## src/design/ftsr_pkg.sv

```systemverilog
package ftsr_pkg;

    localparam int FRACTION_BITS_DEF   = 16;
    localparam int MAX_CANVAS_SIDE_DEF = 1024;

    localparam logic CMD_LOAD = 1'b0;
    localparam logic CMD_STEP = 1'b1;

    localparam logic [1:0] PH_IDLE   = 2'd0;
    localparam logic [1:0] PH_TOP    = 2'd1;
    localparam logic [1:0] PH_BOTTOM = 2'd2;

    localparam logic ADDR_CANVAS_WIDTH = 1'b0;
    localparam logic ADDR_FILL_COLOR   = 1'b1;

    typedef struct packed {
        logic        cmd;
        logic [25:0] vertex_a_x;
        logic [25:0] vertex_a_y;
        logic [25:0] vertex_b_x;
        logic [25:0] vertex_b_y;
        logic [25:0] vertex_c_x;
        logic [25:0] vertex_c_y;
    } in_item_t;

    typedef struct packed {
        logic [9:0]  span_row;
        logic [9:0]  span_x_first;
        logic [10:0] span_length;
        logic [19:0] span_address;
        logic [7:0]  span_color;
        logic        last_span;
    } out_item_t;

    // Sorted triangle handed from the front end to the back end.
    typedef struct packed {
        logic        cmd;
        logic [25:0] x1;
        logic [25:0] y1;
        logic [25:0] x2;
        logic [25:0] y2;
        logic [25:0] x3;
        logic [25:0] y3;
    } tri_item_t;

endpackage

```

## src/design/flat_triangle_span_rasterizer.sv

```systemverilog
// Channel  | Handshake                  | Payload
// in       | in_valid / in_stall        | in_data  (cmd, three vertices)
// out      | out_valid / out_stall      | out_data (one span)
// config   | psel/penable/pwrite/pready | paddr, pwdata, prdata
// A step item yields its span in the cycle after it leaves the queue: one span per cycle
// while out_stall is low. After a load the next item leaves the queue only when set-up
// is done: three slope divisions, one after another, on the shared bit-serial divider.
// A two-entry queue lets loads and steps be taken in while set-up runs.
// Reset clears all edge state; the block then waits for a load.
module flat_triangle_span_rasterizer #(
    parameter int FRACTION_BITS   = ftsr_pkg::FRACTION_BITS_DEF,
    parameter int MAX_CANVAS_SIDE = ftsr_pkg::MAX_CANVAS_SIDE_DEF
) (
    input  logic                clk,
    input  logic                rst_n,
    input  logic                in_valid,
    output logic                in_stall,
    input  ftsr_pkg::in_item_t  in_data,
    output logic                out_valid,
    input  logic                out_stall,
    output ftsr_pkg::out_item_t out_data,
    input  logic                psel,
    input  logic                penable,
    input  logic                pwrite,
    input  logic [2:0]          paddr,
    input  logic [31:0]         pwdata,
    output logic [31:0]         prdata,
    output logic                pready
);
    import ftsr_pkg::*;

    logic        q_valid, q_stall;
    tri_item_t   q_data;
    logic [10:0] canvas_width_reg;
    logic [7:0]  fill_color_reg;

    assign pready = 1'b1;

    always_ff @(posedge clk or negedge rst_n)
    begin
        if (!rst_n)
        begin
            canvas_width_reg <= 11'd320;
            fill_color_reg   <= 8'd0;
        end
        else if (psel && penable && pwrite && paddr[1:0] == 2'd0)
        begin
            if (paddr[2] == ADDR_CANVAS_WIDTH)
                canvas_width_reg <= pwdata[10:0];
            else
                fill_color_reg <= pwdata[7:0];
        end
    end

    always_comb
    begin
        prdata = 32'd0;
        if (paddr[1:0] == 2'd0)
        begin
            if (paddr[2] == ADDR_FILL_COLOR)
                prdata = {24'd0, fill_color_reg};
            else
                prdata = {21'd0, canvas_width_reg};
        end
    end

    ftsr_front u_front (
        .clk      (clk),
        .rst_n    (rst_n),
        .in_valid (in_valid),
        .in_stall (in_stall),
        .in_data  (in_data),
        .q_valid  (q_valid),
        .q_stall  (q_stall),
        .q_data   (q_data)
    );

    ftsr_back #(
        .FRACTION_BITS   (FRACTION_BITS),
        .MAX_CANVAS_SIDE (MAX_CANVAS_SIDE)
    ) u_back (
        .clk          (clk),
        .rst_n        (rst_n),
        .q_valid      (q_valid),
        .q_stall      (q_stall),
        .q_data       (q_data),
        .canvas_width (canvas_width_reg),
        .fill_color   (fill_color_reg),
        .out_valid    (out_valid),
        .out_stall    (out_stall),
        .out_data     (out_data)
    );

endmodule

```

## src/design/ftsr_front.sv

```systemverilog
module ftsr_front (
    input  logic               clk,
    input  logic               rst_n,
    input  logic               in_valid,
    output logic               in_stall,
    input  ftsr_pkg::in_item_t in_data,
    output logic               q_valid,
    input  logic               q_stall,
    output ftsr_pkg::tri_item_t q_data
);
    import ftsr_pkg::*;

    localparam int DEPTH = 2;

    tri_item_t  mem_reg [DEPTH];
    logic       wp_reg, wp_next, rp_reg, rp_next;
    logic [1:0] cnt_reg, cnt_next;
    tri_item_t  sorted;
    logic       push, pop;
    logic [25:0] ax, ay, bx, by, cx, cy;
    logic        ab, bc, ac;

    // Stable three-element sort by y, as a fixed compare network.
    always_comb
    begin
        ax = in_data.vertex_a_x; ay = in_data.vertex_a_y;
        bx = in_data.vertex_b_x; by = in_data.vertex_b_y;
        cx = in_data.vertex_c_x; cy = in_data.vertex_c_y;
        ab = ay > by;
        bc = by > cy;
        ac = ay > cy;
        sorted.cmd = in_data.cmd;
        if (!ab && !bc)
        begin
            sorted.x1 = ax; sorted.y1 = ay; sorted.x2 = bx; sorted.y2 = by;
            sorted.x3 = cx; sorted.y3 = cy;
        end
        else if (!ab && bc && !ac)
        begin
            sorted.x1 = ax; sorted.y1 = ay; sorted.x2 = cx; sorted.y2 = cy;
            sorted.x3 = bx; sorted.y3 = by;
        end
        else if (!ab && bc)
        begin
            sorted.x1 = cx; sorted.y1 = cy; sorted.x2 = ax; sorted.y2 = ay;
            sorted.x3 = bx; sorted.y3 = by;
        end
        else if (ab && !ac)
        begin
            sorted.x1 = bx; sorted.y1 = by; sorted.x2 = ax; sorted.y2 = ay;
            sorted.x3 = cx; sorted.y3 = cy;
        end
        else if (ab && !bc)
        begin
            sorted.x1 = bx; sorted.y1 = by; sorted.x2 = cx; sorted.y2 = cy;
            sorted.x3 = ax; sorted.y3 = ay;
        end
        else
        begin
            sorted.x1 = cx; sorted.y1 = cy; sorted.x2 = bx; sorted.y2 = by;
            sorted.x3 = ax; sorted.y3 = ay;
        end
    end

    assign in_stall = (cnt_reg == 2'(DEPTH));
    assign push     = in_valid && !in_stall;
    assign q_valid  = (cnt_reg != 2'd0);
    assign pop      = q_valid && !q_stall;
    assign q_data   = mem_reg[rp_reg];

    always_comb
    begin
        wp_next  = push ? ~wp_reg : wp_reg;
        rp_next  = pop ? ~rp_reg : rp_reg;
        cnt_next = cnt_reg + 2'(push) - 2'(pop);
    end

    always_ff @(posedge clk or negedge rst_n)
    begin
        if (!rst_n)
        begin
            wp_reg  <= 1'b0;
            rp_reg  <= 1'b0;
            cnt_reg <= 2'd0;
        end
        else
        begin
            wp_reg  <= wp_next;
            rp_reg  <= rp_next;
            cnt_reg <= cnt_next;
        end
    end

    always_ff @(posedge clk)
    begin
        if (push)
            mem_reg[wp_reg] <= sorted;
    end

endmodule

```

## src/design/ftsr_divider.sv

```systemverilog
module ftsr_divider #(
    parameter int FRACTION_BITS = ftsr_pkg::FRACTION_BITS_DEF
) (
    input  logic        clk,
    input  logic        rst_n,
    input  logic        start,
    input  logic [25:0] dx_mag,
    input  logic        dx_neg,
    input  logic [25:0] dy,
    output logic        busy,
    output logic [31:0] quotient
);
    import ftsr_pkg::*;

    // Restoring division of |dx| << FRACTION_BITS by dy, one bit a cycle.
    localparam int NB = 26 + FRACTION_BITS;
    localparam int CW = $clog2(NB + 1);

    logic [NB-1:0] num_reg, num_next;
    logic [NB-1:0] q_reg, q_next;
    logic [26:0]   rem_reg, rem_next;
    logic [25:0]   den_reg;
    logic          neg_reg;
    logic [CW-1:0] cnt_reg, cnt_next;
    logic          busy_reg;
    logic [26:0]   trial;
    logic          big;

    always_comb
    begin
        trial    = {rem_reg[25:0], num_reg[NB-1]};
        num_next = {num_reg[NB-2:0], 1'b0};
        if (trial >= {1'b0, den_reg})
        begin
            rem_next = trial - {1'b0, den_reg};
            q_next   = {q_reg[NB-2:0], 1'b1};
        end
        else
        begin
            rem_next = trial;
            q_next   = {q_reg[NB-2:0], 1'b0};
        end
        cnt_next = cnt_reg - CW'(1);
    end

    assign busy = busy_reg;

    always_comb
    begin
        if (!neg_reg)
        begin
            big      = |q_reg[NB-1:31];
            quotient = big ? 32'h7FFF_FFFF : {1'b0, q_reg[30:0]};
        end
        else
        begin
            big      = |q_reg[NB-1:32] || (q_reg[31] && |q_reg[30:0]);
            quotient = big ? 32'h8000_0000 : 32'(-q_reg[31:0]);
        end
    end

    always_ff @(posedge clk or negedge rst_n)
    begin
        if (!rst_n)
        begin
            busy_reg <= 1'b0;
            cnt_reg  <= '0;
        end
        else if (start)
        begin
            busy_reg <= 1'b1;
            cnt_reg  <= CW'(NB);
        end
        else if (busy_reg)
        begin
            cnt_reg <= cnt_next;
            if (cnt_reg == CW'(1))
                busy_reg <= 1'b0;
        end
    end

    always_ff @(posedge clk)
    begin
        if (start)
        begin
            num_reg <= {dx_mag, FRACTION_BITS'(0)};
            den_reg <= dy;
            neg_reg <= dx_neg;
            rem_reg <= '0;
            q_reg   <= '0;
        end
        else if (busy_reg)
        begin
            num_reg <= num_next;
            rem_reg <= rem_next;
            q_reg   <= q_next;
        end
    end

endmodule

```

## src/design/ftsr_back.sv

```systemverilog
module ftsr_back #(
    parameter int FRACTION_BITS   = ftsr_pkg::FRACTION_BITS_DEF,
    parameter int MAX_CANVAS_SIDE = ftsr_pkg::MAX_CANVAS_SIDE_DEF
) (
    input  logic                clk,
    input  logic                rst_n,
    input  logic                q_valid,
    output logic                q_stall,
    input  ftsr_pkg::tri_item_t q_data,
    input  logic [10:0]         canvas_width,
    input  logic [7:0]          fill_color,
    output logic                out_valid,
    input  logic                out_stall,
    output ftsr_pkg::out_item_t out_data
);
    import ftsr_pkg::*;

    localparam int RW = $clog2(MAX_CANVAS_SIDE);
    localparam logic [RW:0] RMAX = (RW+1)'(MAX_CANVAS_SIDE - 1);

    localparam logic [2:0] S_RUN  = 3'd0;
    localparam logic [2:0] S_DTOP = 3'd1;
    localparam logic [2:0] S_DBOT = 3'd2;
    localparam logic [2:0] S_DLNG = 3'd3;
    localparam logic [2:0] S_WAIT = 3'd4;
    localparam logic [2:0] S_FIN  = 3'd5;

    logic [2:0]  st_reg;
    tri_item_t   t_reg;
    logic [31:0] long_x_acc_reg, short_x_acc_reg, bottom_start_x_reg;
    logic [31:0] long_slope_reg, top_slope_reg, bottom_slope_reg;
    logic [RW:0] current_row_reg, middle_row_reg, end_row_reg;
    logic        long_on_right_reg;
    logic [1:0]  phase_reg;
    logic [2:0]  which_reg;
    logic        out_valid_reg;
    out_item_t   out_reg;

    logic [RW:0] r1, r2, r3;
    logic        top_vis, bot_vis, long_vis;
    logic        div_start, div_busy;
    logic [25:0] dxs, dxe, dys, dye, dx_mag;
    logic [31:0] quot;

    function automatic logic [RW:0] round_row(input logic [25:0] v);
        logic [26:0] s;
        logic [26-FRACTION_BITS:0] r;
        s = {1'b0, v} + 27'(1 << (FRACTION_BITS - 1));
        r = s[26:FRACTION_BITS];
        return (r > (27-FRACTION_BITS)'(MAX_CANVAS_SIDE - 1)) ? RMAX : (RW+1)'(r);
    endfunction

    function automatic logic [26-FRACTION_BITS:0] round_coord(input logic [25:0] v);
        logic [26:0] s;
        s = {1'b0, v} + 27'(1 << (FRACTION_BITS - 1));
        return s[26:FRACTION_BITS];
    endfunction

    function automatic logic [RW-1:0] col(input logic [31:0] v);
        logic [31-FRACTION_BITS:0] ip;
        ip = v[31:FRACTION_BITS];
        if (ip[31-FRACTION_BITS])
            return '0;
        if (ip > (32-FRACTION_BITS)'(MAX_CANVAS_SIDE - 1))
            return RW'(MAX_CANVAS_SIDE - 1);
        return ip[RW-1:0];
    endfunction

    assign r1       = round_row(t_reg.y1);
    assign r2       = round_row(t_reg.y2);
    assign r3       = round_row(t_reg.y3);
    assign top_vis  = r2 > r1;
    assign bot_vis  = r3 > r2;
    assign long_vis = r3 > r1;

    always_comb
    begin
        case (which_reg)
            S_DTOP:
            begin
                dxs = t_reg.x1; dxe = t_reg.x2; dys = t_reg.y1; dye = t_reg.y2;
            end
            S_DBOT:
            begin
                dxs = t_reg.x2; dxe = t_reg.x3; dys = t_reg.y2; dye = t_reg.y3;
            end
            default:
            begin
                dxs = t_reg.x1; dxe = t_reg.x3; dys = t_reg.y1; dye = t_reg.y3;
            end
        endcase
        dx_mag = (dxe >= dxs) ? dxe - dxs : dxs - dxe;
    end

    assign div_start = (st_reg == S_DTOP || st_reg == S_DBOT || st_reg == S_DLNG);

    ftsr_divider #(.FRACTION_BITS(FRACTION_BITS)) u_div (
        .clk      (clk),
        .rst_n    (rst_n),
        .start    (div_start),
        .dx_mag   (dx_mag),
        .dx_neg   (dxs > dxe),
        .dy       (dye - dys),
        .busy     (div_busy),
        .quotient (quot)
    );

    // Span of the current row.
    logic [31:0]   left, right;
    logic [RW-1:0] lcol, rcol;
    logic [RW:0]   row_inc;
    logic          step_ok, out_free, last;
    logic [1:0]    phase_nx;
    logic          swap_short;
    logic [31:0]   mul;

    assign left     = long_on_right_reg ? short_x_acc_reg : long_x_acc_reg;
    assign right    = long_on_right_reg ? long_x_acc_reg : short_x_acc_reg;
    assign lcol     = col(left);
    assign rcol     = col(right);
    assign row_inc  = current_row_reg + (RW+1)'(1);
    assign out_free = !out_valid_reg || !out_stall;
    assign mul      = 32'(current_row_reg[RW-1:0]) * 32'(canvas_width);

    always_comb
    begin
        phase_nx   = phase_reg;
        swap_short = 1'b0;
        last       = 1'b0;
        if (phase_reg == PH_TOP)
        begin
            if (row_inc >= middle_row_reg)
            begin
                if (end_row_reg > middle_row_reg)
                begin
                    phase_nx   = PH_BOTTOM;
                    swap_short = 1'b1;
                end
                else
                begin
                    phase_nx = PH_IDLE;
                    last     = 1'b1;
                end
            end
        end
        else if (row_inc >= end_row_reg)
        begin
            phase_nx = PH_IDLE;
            last     = 1'b1;
        end
    end

    assign step_ok = st_reg == S_RUN && q_valid && q_data.cmd == CMD_STEP &&
                     (phase_reg == PH_TOP || phase_reg == PH_BOTTOM) && out_free;
    assign q_stall = !(st_reg == S_RUN &&
                       (q_data.cmd == CMD_LOAD || out_free ||
                        !(phase_reg == PH_TOP || phase_reg == PH_BOTTOM)));
    assign out_valid = out_valid_reg;
    assign out_data  = out_reg;

    always_ff @(posedge clk or negedge rst_n)
    begin
        if (!rst_n)
        begin
            st_reg            <= S_RUN;
            which_reg         <= S_DTOP;
            phase_reg         <= PH_IDLE;
            out_valid_reg     <= 1'b0;
            long_x_acc_reg    <= '0;
            short_x_acc_reg   <= '0;
            long_slope_reg    <= '0;
            top_slope_reg     <= '0;
            bottom_slope_reg  <= '0;
            bottom_start_x_reg <= '0;
            current_row_reg   <= '0;
            middle_row_reg    <= '0;
            end_row_reg       <= '0;
            long_on_right_reg <= 1'b0;
        end
        else
        begin
            if (out_valid_reg && !out_stall)
                out_valid_reg <= 1'b0;
            case (st_reg)
                S_RUN:
                begin
                    if (q_valid && !q_stall && q_data.cmd == CMD_LOAD)
                    begin
                        st_reg    <= S_DTOP;
                        which_reg <= S_DTOP;
                    end
                    else if (step_ok)
                    begin
                        out_valid_reg        <= 1'b1;
                        out_reg.span_row     <= 10'(current_row_reg);
                        out_reg.span_x_first <= 10'(lcol);
                        out_reg.span_length  <= (rcol > lcol) ?
                                                11'(rcol - lcol) + 11'd1 : 11'd1;
                        out_reg.span_address <= 20'(mul + 32'(lcol));
                        out_reg.span_color   <= fill_color;
                        out_reg.last_span    <= last;
                        long_x_acc_reg  <= long_x_acc_reg + long_slope_reg;
                        short_x_acc_reg <= swap_short ? bottom_start_x_reg :
                            short_x_acc_reg + ((phase_reg == PH_TOP) ?
                                               top_slope_reg : bottom_slope_reg);
                        current_row_reg <= row_inc;
                        phase_reg       <= phase_nx;
                    end
                end
                S_DTOP, S_DBOT, S_DLNG:
                    st_reg <= S_WAIT;
                S_WAIT:
                begin
                    if (!div_busy)
                    begin
                        case (which_reg)
                            S_DTOP:
                            begin
                                top_slope_reg <= top_vis ? quot : 32'd0;
                                st_reg <= S_DBOT; which_reg <= S_DBOT;
                            end
                            S_DBOT:
                            begin
                                bottom_slope_reg <= bot_vis ? quot : 32'd0;
                                st_reg <= S_DLNG; which_reg <= S_DLNG;
                            end
                            default:
                            begin
                                long_slope_reg <= long_vis ? quot : 32'd0;
                                st_reg <= S_FIN;
                            end
                        endcase
                    end
                end
                S_FIN:
                begin
                    if (!top_vis)
                        long_on_right_reg <= round_coord(t_reg.x1) > round_coord(t_reg.x2);
                    else if (!bot_vis)
                        long_on_right_reg <= round_coord(t_reg.x3) > round_coord(t_reg.x2);
                    else
                        long_on_right_reg <= $signed(top_slope_reg) < $signed(long_slope_reg);
                    long_x_acc_reg     <= 32'(t_reg.x1);
                    bottom_start_x_reg <= 32'(t_reg.x2);
                    current_row_reg    <= r1;
                    middle_row_reg     <= r2;
                    end_row_reg        <= r3;
                    if (top_vis)
                    begin
                        short_x_acc_reg <= 32'(t_reg.x1);
                        phase_reg       <= PH_TOP;
                    end
                    else if (bot_vis)
                    begin
                        short_x_acc_reg <= 32'(t_reg.x2);
                        phase_reg       <= PH_BOTTOM;
                    end
                    else
                    begin
                        short_x_acc_reg <= 32'(t_reg.x1);
                        phase_reg       <= PH_IDLE;
                    end
                    st_reg <= S_RUN;
                end
                default:
                    st_reg <= S_RUN;
            endcase
        end
    end

    always_ff @(posedge clk)
    begin
        if (st_reg == S_RUN && q_valid && !q_stall && q_data.cmd == CMD_LOAD)
            t_reg <= q_data;
    end

endmodule

```

## config.mk

```make
export PLATFORM = sky130hd
export DESIGN_NAME = flat_triangle_span_rasterizer
export DESIGN_NICKNAME = d
export VERILOG_FILES = /design/src/design/ftsr_pkg.sv /design/src/design/flat_triangle_span_rasterizer.sv /design/src/design/ftsr_front.sv /design/src/design/ftsr_divider.sv /design/src/design/ftsr_back.sv
export SDC_FILE = /design/constraint.sdc
export NUM_CORES = 2
export LEC_CHECK = 0
export BUFFER_PORTS_ARGS = -buffer_cell sky130_fd_sc_hd__buf_2
export CORE_ASPECT_RATIO = 0.5
export CORE_MARGIN = 5
export CORE_UTILIZATION = 40
export CTS_CLUSTER_DIAMETER = 150
export DETAILED_ROUTE_END_ITERATION = 8
export MAX_ROUTING_LAYER = met4
export PLACE_DENSITY_LB_ADDON = 0.1
export REMOVE_ABC_BUFFERS = 1
export SKIP_LAST_GASP = 1
export SYNTH_ARGS = -nofsm -noshare
export SYNTH_HDL_FRONTEND = slang
export SYNTH_HIERARCHICAL = 1
export SYNTH_SLANG_ARGS = --single-unit
export TNS_END_PERCENT = 100
```

## constraint.sdc

```tcl
create_clock -name clk -period 8.4 [get_ports clk]
set_input_delay 0.84 -clock clk [delete_from_list [all_inputs] [get_ports clk]]
set_output_delay 0.84 -clock clk [all_outputs]
set_load 0.01 [all_outputs]
```

==> metrics.txt <==
outcome=finished, final reports clean; GPL Wtd Cong=0.912; share of layout cells above drive strength 1=14.4%; DRC viols=0; DRT iter0 DRCs=3072; first-pass GRT wire length=258000 µm; Synth Flop Type=edfxtp_1; later-pin clock latency in the skew report=690 ps; Crit Path Max Fanout=16; CTS H-tree depth=3; post-CTS sizing=0; I/O pins=294; Slew Limit Fails=0; Worst Path Arrival=6990 ps; number of port buffers=250; cell family with most CP delay=compound AO/OA/AOI/OAI gates; Worst Skew=18.3 ps; vias in the first global route=42727; Syn Area/Cell=10.5 µm²; crit-path cells=buf_4 > mux2i_1 > o21ai_0 > inv_1 > ha_1 > ha_1 > inv_1 > fa_1 > inv_1 > ha_1 > fa_1 > a21o_1 > a21oi_1 > o21bai_1 > a211oi_1 > o31ai_1 > o41ai_1 > o21ai_0 > o21a_1 > nor2_1 > xnor2_1; largest net degree at the start of global routing=80; Sequential Power Share=27.7%; Worst path slowest cell=dfrtp_1; gr ovfl total=0; Post-Syn Area=57900 µm²; Startpoint Class=flop; placed cell areas=60800 µm²; fin crit period=6540 ps; Switch Pwr=13600 µW; Async SR Flop Fraction=28.4%; DR pass1 iterations=7; library cells used by synthesis=114; RSZ-0062 raised after global routing=false; critical path class=flop to flop; CP Data Required Time=8840 ps; Hold Path Class=primary input to asynchronous set/reset pin; Die ar.=153000 µm²; Final ANT Viol Nets=0; static leakage=0.0275 µW; vias per inst=5.62; crit end category=flop; P_int=16700 µW; Die X=548 µm; Total Routing Usage GR=22.1%; Clock power frac=13.6%; Num CTS Buffers=92; Routed WL=167000 µm; setup bufs post-CTS=0; Seq/Total Area, Yosys=43.7%; Clk Tree Root Cell=clkbuf_16; detailed-route wire length per cell=22.0 µm; slowest cell delay on critical path=680 ps; endpoints failing hold=0; fillers=13597; Comb pwr share=58.7%; CTS Hold Bufs=0; Clock transition at path regs=70 ps; initial antenna violation count=12; dpl hpwl=121000 µm; Yosys warning total=6; CTS tree=yes; Setup-failing EPs final=0; final cycle utilization of the critical path=77.9%; Core Area=143000 µm²; WHS=97.5 ps; max-cap violations=0; Least-Margin Pin Slew=1170 ps; Largest register FFs=314; fin nets=6373; Buf/Inv on CP=4; EDFF count, synth=583; Final Cell Area=63700 µm²; maximum vdd drop=388 µV; starting density of the core=40.4%; Clock Tree Buf Depth=3; PwrDens=476 nW/µm²; Die Y=279 µm; Post-Syn Instances=5505; Area growth syn-to-layout=9.98%; Clock Sinks=909; synthesis-stage register bit count=909; Sw Share=45.0%; site row count=98; Achievable Freq=0.153 GHz; Max-slew headroom=22.0%; via count=42786
==> layout by cell type, fill, tap and decap left out, types with 79 or more instances in the layout <==
master and instances:
nor2_1 282, buf_2 249, a21o_1 109, xnor2_1 128, inv_1 509, a21oi_1 288, ha_1 453, nor3_1 109
fa_1 90, nand2_1 482, clkbuf_16 95, mux2_2 286, xor2_1 79, a211oi_1 92, mux2i_1 188, o21ai_0 267
edfxtp_1 583, dfrtp_1 253
==> power by group through the flow <==
stage	Combinational, µW	Clock (µW)	Sequential [µW]
after global routing	19900	4440	8560
after CTS	17900	4260	8380
after floorplan	13200	0	8160
after detailed placement	17800	0	8460
final	17800	4120	8390
after global placement	17600	0	8410
==> metrics by stage <==
stage	setup WS (ps)	TNS, ps	instances	total power (µW)	util (%)
2_1_floorplan	-3180	-511790	5235	21300	-
3_3_place_gp	1960	0	7435	26000	42.4
3_5_place_dp	1920	0	7435	26200	42.4
4_1_cts	1880	0	7607	30600	44.4
5_1_grt	1480	0	7616	32900	44.5
6_report	1860	0	7616	30300	44.5
==> Yosys cell counts, types with 20 or more instances <==
| master | number | area share, % |
|---|---|---|
| o21ai_1 | 20 | 0.17 |
| a21oi_1 | 289 | 2.5 |
| nor2_1 | 287 | 1.9 |
| o21bai_1 | 32 | 0.41 |
| buf_4 | 35 | 0.45 |
| nand2b_1 | 29 | 0.31 |
| nand4_1 | 61 | 0.66 |
| mux2_2 | 286 | 5.6 |
| and3_1 | 43 | 0.46 |
| a221o_1 | 57 | 0.98 |
| nor2b_1 | 56 | 0.60 |
| xnor2_1 | 128 | 1.9 |
| xor2_1 | 79 | 1.2 |
| clkbuf_1 | 165 | 1.1 |
| nand3_1 | 73 | 0.63 |
| o221ai_1 | 24 | 0.36 |
| o21a_1 | 43 | 0.56 |
| a211oi_1 | 92 | 1.2 |
| a22oi_1 | 28 | 0.36 |
| a222oi_1 | 53 | 0.92 |
| buf_1 | 21 | 0.14 |
| a21o_1 | 109 | 1.4 |
| edfxtp_1 | 583 | 30 |
| a31oi_1 | 26 | 0.28 |
| dfxtp_1 | 68 | 2.3 |
| inv_1 | 509 | 3.3 |
| a22o_1 | 37 | 0.56 |
| nand2_1 | 485 | 3.1 |
| ha_1 | 455 | 9.8 |
| buf_2 | 57 | 0.49 |
| dfrtp_1 | 255 | 11 |
| mux2i_1 | 188 | 3.2 |
| nor3_1 | 109 | 0.94 |
| fa_1 | 90 | 3.1 |
| and2_1 | 69 | 0.75 |
| o21ai_0 | 267 | 2.3 |
==> cell families (layout without fill, tap and decap cells) <==
group / count (synthesis) / count (layout) / share of synthesized area (%)
AOI/OAI and AO/OA: 1233 / 1233 / 14.4
xor gates and xnor gates: 207 / 207 / 3.13
adders and majority gates: 545 / 545 / 12.9
buffers and inverters: 803 / 981 / 5.75
DFF: 909 / 909 / 43.7
muxes: 487 / 487 / 9.14
other: 4 / 37 / 0.0259
and+or+nand+nor: 1317 / 1317 / 10.9
==> layout make-up <==
type | instances | area (µm²) | share of cell area, %
Tap cell | 1900 | 2380 | 3.73
Timing Repair Buffer | 300 | 1650 | 2.59
Clock buffer | 130 | 2580 | 4.05
Sequential cell | 909 | 25300 | 39.8
Inverter | 509 | 1910 | 3.00
Antenna cell | 9 | 22.5 | 0.0353
Clock inverter | 42 | 360 | 0.566
Multi-Input combinational cell | 3817 | 29500 | 46.3
==> layer usage <==
layer	vias to the layer above	track usage (%)	wire (µm)
met5	-	-	0
met4	0	4.36	2920
li1	20143	-	-
met2	1048	33.7	74900
met3	175	3.04	8510
met1	21420	31.5	81000
==> path summary, 6_finish.rpt <==
check	startpoint	cells after the start	slack, ps	to
worst max register to register	u_back/long_on_right_reg	21	1860	u_back/out_data[27]
max in group asynchronous	rst_n	3	5940	u_back/top_slope_reg[1]
worst max-delay path	u_back/long_on_right_reg	21	1860	u_back/out_data[27]
min in group clk	in_data[156]	1	350	u_front/mem_reg[1][156]
worst min-delay path	rst_n	1	100	u_back/middle_row_reg[2]
worst min register to register	u_back/bottom_start_x_reg[7]	2	470	u_back/bottom_start_x_reg[7]
No activity file was read; power rests on OpenSTA's default activity.
